**src/rtl/odcd_pkg.sv**
```systemverilog
// shared types, status codes and calendar table for the ordinal date decoder
package odcd_pkg;

  localparam logic [1:0] STATUS_RAW     = 2'd0;
  localparam logic [1:0] STATUS_NEVER   = 2'd1;
  localparam logic [1:0] STATUS_DECODED = 2'd2;

  localparam logic [7:0]  EBCDIC_NINE  = 8'hF9;
  localparam logic [3:0]  EBCDIC_ZONE  = 4'hF;
  localparam logic [11:0] BASE_YEAR    = 12'd2000;
  localparam logic [8:0]  DAYS_COMMON  = 9'd365;
  localparam logic [8:0]  DAYS_LEAP    = 9'd366;
  localparam int          NUM_MONTHS   = 12;

  typedef struct packed {
    logic [47:0] date_bytes;
    logic [3:0]  byte_count;
    logic        is_expiration;
  } in_item_t;

  typedef struct packed {
    logic [1:0]  status;
    logic [11:0] year;
    logic [8:0]  ordinal_day;
    logic [3:0]  month;
    logic [4:0]  day_of_month;
  } out_item_t;

  // first stage result: checks done, numbers assembled
  typedef struct packed {
    logic        never;
    logic        well_formed;
    logic        leap;
    logic [11:0] year;
    logic [9:0]  doy;
  } field_t;

  // second stage result: range checked, month picked
  typedef struct packed {
    logic [1:0]  status;
    logic [11:0] year;
    logic [8:0]  doy;
    logic [3:0]  month;
    logic [8:0]  days_before;
  } split_t;

  // days before the first of month m (1..12)
  function automatic logic [8:0] days_before_month(input logic [3:0] m, input logic leap);
    logic [8:0] base;
    begin
      case (m)
        4'd1:    base = 9'd0;
        4'd2:    base = 9'd31;
        4'd3:    base = 9'd59;
        4'd4:    base = 9'd90;
        4'd5:    base = 9'd120;
        4'd6:    base = 9'd151;
        4'd7:    base = 9'd181;
        4'd8:    base = 9'd212;
        4'd9:    base = 9'd243;
        4'd10:   base = 9'd273;
        4'd11:   base = 9'd304;
        4'd12:   base = 9'd334;
        default: base = 9'd0;
      endcase
      if (leap && m >= 4'd3) begin
        base = base + 9'd1;
      end
      return base;
    end
  endfunction

endpackage

```
**src/rtl/odcd_field_decode.sv**
```systemverilog
// digit checks, sentinel detection and year/day assembly for one field
module odcd_field_decode (
  input  odcd_pkg::in_item_t item,
  output odcd_pkg::field_t   field
);
  import odcd_pkg::*;

  logic [7:0]  b [6];
  logic [3:0]  dig [6];
  logic [5:0]  is_digit;
  logic        all_nine;
  logic [6:0]  yy;
  logic [11:0] year;
  logic [9:0]  doy;

  always_comb begin
    for (int k = 0; k < 6; k++) begin
      b[k]        = item.date_bytes[47 - 8*k -: 8];
      dig[k]      = b[k][3:0];
      is_digit[k] = (b[k][7:4] == EBCDIC_ZONE) && (b[k][3:0] <= 4'd9);
    end
    all_nine = 1'b1;
    for (int k = 0; k < 5; k++) begin
      if (b[k] != EBCDIC_NINE) begin
        all_nine = 1'b0;
      end
    end
    yy   = 7'(dig[1]) * 7'd10 + 7'(dig[2]);
    year = BASE_YEAR + 12'(dig[0]) * 12'd100 + 12'(yy);
    // three digits reach 999, so the day needs ten bits before the range check
    doy  = 10'(dig[3]) * 10'd100 + 10'(dig[4]) * 10'd10 + 10'(dig[5]);

    field.never       = item.is_expiration && (item.byte_count == 4'd5) && all_nine;
    field.well_formed = (item.byte_count == 4'd6) && (&is_digit);
    // century years are leap only when 20+c is a multiple of four
    field.leap        = (yy == 7'd0) ? (dig[0][1:0] == 2'd0) : (yy[1:0] == 2'd0);
    field.year        = year;
    field.doy         = doy;
  end

endmodule

```
**src/rtl/ordinal_date_to_calendar_decoder_core.sv**
```systemverilog
// top level: three stage ordinal date to calendar date decoder
// an accepted input beat passes the s1, s2 and s3 registers in order to become the result beat
// throughput: one beat per cycle; each stage holds while the next is full and stalled
// reset clears the stage valid bits only, payload registers are left as they are
module ordinal_date_to_calendar_decoder_core (
  input  logic                clk,
  input  logic                rst,
  input  logic                in_valid,
  output logic                in_stall,
  input  odcd_pkg::in_item_t  in_item,
  output logic                out_valid,
  input  logic                out_stall,
  output odcd_pkg::out_item_t out_item
);
  import odcd_pkg::*;

  logic      v1, v2, v3;
  logic      en1, en2, en3;
  field_t    field_next;
  field_t    s1;
  split_t    s2, s2_next;
  out_item_t s3, s3_next;
  logic [8:0] max_day;
  logic [3:0] month;
  logic       decoded;

  assign en3      = !v3 || !out_stall;
  assign en2      = !v2 || en3;
  assign en1      = !v1 || en2;
  assign in_stall = !en1;

  odcd_field_decode u_decode (
    .item  (in_item),
    .field (field_next)
  );

  // stage two: range check and month pick
  always_comb begin
    max_day = s1.leap ? DAYS_LEAP : DAYS_COMMON;
    decoded = s1.well_formed && (s1.doy != 10'd0) && (s1.doy <= 10'(max_day));
    month   = 4'd1;
    for (int m = 2; m <= NUM_MONTHS; m++) begin
      if (s1.doy > 10'(days_before_month(4'(m), s1.leap))) begin
        month = 4'(m);
      end
    end
    s2_next.status      = s1.never ? STATUS_NEVER : (decoded ? STATUS_DECODED : STATUS_RAW);
    s2_next.year        = s1.year;
    s2_next.doy         = s1.doy[8:0];
    s2_next.month       = month;
    s2_next.days_before = days_before_month(month, s1.leap);
  end

  // stage three: day of month, blank fields unless decoded
  always_comb begin
    s3_next.status = s2.status;
    if (s2.status == STATUS_DECODED) begin
      s3_next.year         = s2.year;
      s3_next.ordinal_day  = s2.doy;
      s3_next.month        = s2.month;
      s3_next.day_of_month = 5'(s2.doy - s2.days_before);
    end else begin
      s3_next.year         = '0;
      s3_next.ordinal_day  = '0;
      s3_next.month        = '0;
      s3_next.day_of_month = '0;
    end
  end

  always_ff @(posedge clk) begin
    if (rst) begin
      v1 <= 1'b0;
      v2 <= 1'b0;
      v3 <= 1'b0;
    end else begin
      if (en1) v1 <= in_valid;
      if (en2) v2 <= v1;
      if (en3) v3 <= v2;
    end
  end

  always_ff @(posedge clk) begin
    if (en1) s1 <= field_next;
    if (en2) s2 <= s2_next;
    if (en3) s3 <= s3_next;
  end

  assign out_valid = v3;
  assign out_item  = s3;

endmodule
```
**config.mk**
```make
export PLATFORM = sky130hd
export DESIGN_NAME = ordinal_date_to_calendar_decoder_core
export DESIGN_NICKNAME = d
export VERILOG_FILES = /design/src/rtl/odcd_pkg.sv /design/src/rtl/odcd_field_decode.sv /design/src/rtl/ordinal_date_to_calendar_decoder_core.sv
export SDC_FILE = /design/constraint.sdc
export NUM_CORES = 1
export LEC_CHECK = 0
export CAP_MARGIN = 5
export CORE_UTILIZATION = 64
export CTS_CLUSTER_SIZE = 40
export DETAILED_ROUTE_END_ITERATION = 6
export DONT_BUFFER_PORTS = 1
export PLACE_DENSITY = 0.86
export SYNTH_ARGS = -nofsm -noshare
export SYNTH_HDL_FRONTEND = slang
export SYNTH_SLANG_ARGS = --single-unit
```
**constraint.sdc**
```tcl
create_clock -name clk -period 5.2 [get_ports clk]
set_input_delay 0.26 -clock clk [delete_from_list [all_inputs] [get_ports clk]]
set_output_delay 0.26 -clock clk [all_outputs]
set_load 0.05 [all_outputs]
```
==> results.toml <==
[power]
pwr-share-clk = 0.185
power_leakage_nw = 2.66
ir_worst_vdd_uv = 213
power.net_switching_w = 0.000979
power_switching_share = 0.360
power.combinational.fraction = 0.360
p_seq_frac = 0.454
power.density_nw_per_um2 = 453
intPower_w = 0.00174

[yosys]
post_synth_instance_area_um2 = 5660
largest_family_of_logic_cells_by_synthesized_area = "adder cells"
synth_top_cell_area_share = 0.472
post_synth_mux_area_share = 0.00199
postSynth.asyncResetShare = 0
synth.distinct_cells = 57
synth_fp_nets = 621
synthesized_flop_and_latch_total = 92
yosysWarnings = 0
synth.avg_cell_area_um2 = 11.8
yosys.area_share.xor_xnor = 0.0495
synth_compound_gate_area_share = 0.102
synth_ff_type = "edfxtp_1"
syn-instance-count = 479
share_of_synthesized_cell_area_in_full_adder_half_adder_and_majority_cells = 0.201
synth-seq-area-share = 0.483
synth_area_leader_cell = "edfxtp_1"
synth_edf_count = 89
synthSimpleGateAreaFrac = 0.113
synth.area.top_cells = "edfxtp_1 (47%), ha_1 (17%), inv_1 (4.2%), fa_1 (3.5%), xnor2_1 (3.3%)"

[final_layout]
antennaDiodeCount = 0
syn_to_final_growth_pct = 6.08
drive_gt1_frac = 0.0509
layout.cell_area.non_filler_um2 = 6000
final_core_utilization = 0.716
layout_commonest_cell = "edfxtp_1"
finalNetCount = 628
mostFrequentLayoutCells = "edfxtp_1 (89), ha_1 (75), inv_1 (63)"

[hold_path]
worst_hold_path_type = "input pin to flop"

[sta]
timing_hold_violations_final = 0
finalSetupViolations = 0
timing.clock.skew_ps = 17.1
setup-tns-final_ps = 0
timing.fmax_mhz = 241
setup_repair_after_global_routing_missed_its_margin = "no"
maxSlewHeadroom = 0.207
timing.hold.ws_ps = 18.3
post-route-period-util = 0.798
timing_worst_slew_pin_value_ps = 1190
finalWorstPathRequiredPeriod_ps = 4150
final-max-slew-violation-count = 0

[worst_setup_path]
critical_path_required_ps = 5320
worstPathBufferInverterCount = 1
crit_path_start_kind = "flop"
critical_path.endpoint_type = "flop"
cp_max_fo = 7
critPathArrivalTime_ps = 4270
cell_with_the_biggest_individual_delay_on_the_critical_path = "edfxtp_1"
critical-path-top-delay-family = "compound AO/OA/AOI/OAI gates"
worst_path_largest_cell_delay_ps = 510
cp_common_cell = "ha_1"
crit_chain = "inv_1 > ha_1 > nand4bb_1 > or4b_1 > a31oi_1 > o31ai_1 > a21o_1 > nand2_1 > ha_1 > nand2_1 > a31oi_1 > and2_4 > ha_1 > o311ai_1 > nor3b_1 > o21ai_0 > a32o_1"
critical_path_class = "flop to flop"

[clocking]
postCtsSetupRepairBufs = 0
clockRootBuffer = "clkbuf_8"
tritoncts.num_buffers = 9
worstSkewPairLatency_ps = 360
clockBufferDepth = 2
clk_transition_reported_paths_ps = 100
htreeDepth = 3
tritoncts_num_sinks = 92
clock_tree_from_tritoncts = "built"
post_cts.resized_instances = 0

[drt]
vias = 3592
drtPass1Iterations = 4
routed_wl_um = 10200
drt_drc_violations_left = 0
drt.antenna.violating_nets = 0
wl_per_cell_um = 17.0
route.detailed.vias_per_inst = 6.03
drtIter0Drc = 239

[die]
die-width_um = 96.0
die_height_um = 96.0
core_area_um2 = 8380
die-area_um2 = 9220
boundaryPins = 91
core.rowCount = 33
initial_core_util = 0.675

[global_routing]
overflow = 0
grt_use_total = 0.240
antenna_violations_before_repair = 0
maximum_number_of_pins_on_one_net_before_global_route_repair = 33
first_global_vias = 3589
grt_first_pass_wirelength_um = 16300

[placement]
placed_instance_area_um2 = 5750
io_buffers = 0
place.detailed.hpwl_um = 7920
gp_congestion = 0.846

[run_status]
run_status = "completed"

[run]
max_cap_violations = 0
## area by class of cell
class                      count  area (um2)
sequential                    92        2730
multi-input combinational    316        2650
fill                         557        2380
inverter                      63         236
tap                          105         131
clock buffer                   9         124
clock inverter                 7        93.8
timing repair buffer           4        37.5
## what timing repair did
item	4_1_cts	5_1_grt
hold endpoints to repair	5	0
hold buffers	3	0
setup endpoints to repair	0	0
## stage by stage
stage                     cells  total power [W]  setup WS (ps)
after CTS                   596          0.00272           1070
final                       596          0.00272           1050
after floorplan             479          0.00198           1490
after global placement      577          0.00217           1180
after detailed placement    577          0.00221           1080
after global routing        596          0.00291            682
## final timing paths
check,start,end,slack (ps),cells past startpoint
max,s1[22]$_DFFE_PN_,s2[4]$_DFFE_PP_,1050,17
min,in_valid,v1$_SDFFE_PP0N_,20,2
max reg2reg,s1[22]$_DFFE_PN_,s2[4]$_DFFE_PP_,1050,17
min reg2reg,s1[17]$_DFFE_PN_,s2[29]$_DFFE_PP_,410,0
## power by group through the flow
stage                     clock network [W]  registers (W)  logic [W]
after floorplan                           0        0.00116   0.000828
final                              0.000503        0.00123   0.000979
after global routing               0.000547        0.00125    0.00111
after detailed placement                  0        0.00125   0.000967
after CTS                          0.000511        0.00123   0.000979
after global placement                    0        0.00124   0.000928
## Yosys cell counts, drive strengths merged, types with 2 or more instances
master   count
nand4       15
nand4b       2
nand2       14
a211o        2
o21a         5
edfxtp      89
o31ai        3
or4          3
o221ai       2
a21oi       29
buf          3
nor3b        2
or4b         3
fa          10
nand2b       2
o2111ai      2
inv         63
a31oi        6
nor4         7
ha          75
nor2b        5
and2        25
dfxtp        3
xnor2       21
o21ai        9
clkbuf       5
nor2        23
and3         2
xor2        11
a21o        10
o21bai       8
## registers in the layout, summed over array words and instances, names as in the netlist
register	count
v2	1
s1	25
out_valid	1
s2	32
out_item	32
v1	1
## cell families (layout without fill, tap and decap cells)
family | after synthesis | in the layout
adders and majority gates | 85 | 85
xor gates and xnor gates | 32 | 32
and+or+nand+nor | 111 | 111
AOI/OAI and AO/OA | 87 | 87
DFF | 92 | 92
buffers and inverters | 71 | 83
muxes | 1 | 1
## layer usage
metal	global-route usage	share of wire	vias up	wire length [um]
met2	0.427	0.51	149	5140
met4	0.116	0.029	0	293
li1	-	-	1741	-
met3	0.0458	0.052	27	532
met1	0.275	0.41	1675	4180
met5	0	0	-	0
## worst register-to-register path: stages (launching register included)
cell       delay [ps]
edfxtp_1          510
inv_1             180
ha_1              280
nand4bb_1         220
or4b_1            480
a31oi_1           280
o31ai_1           160
a21o_1            200
nand2_1           120
ha_1              190
nand2_1            70
a31oi_1           230
and2_4            180
ha_1              140
o311ai_1          160
nor3b_1           210
o21ai_0            90
a32o_1            200
No activity file was read; power rests on OpenSTA's default activity.
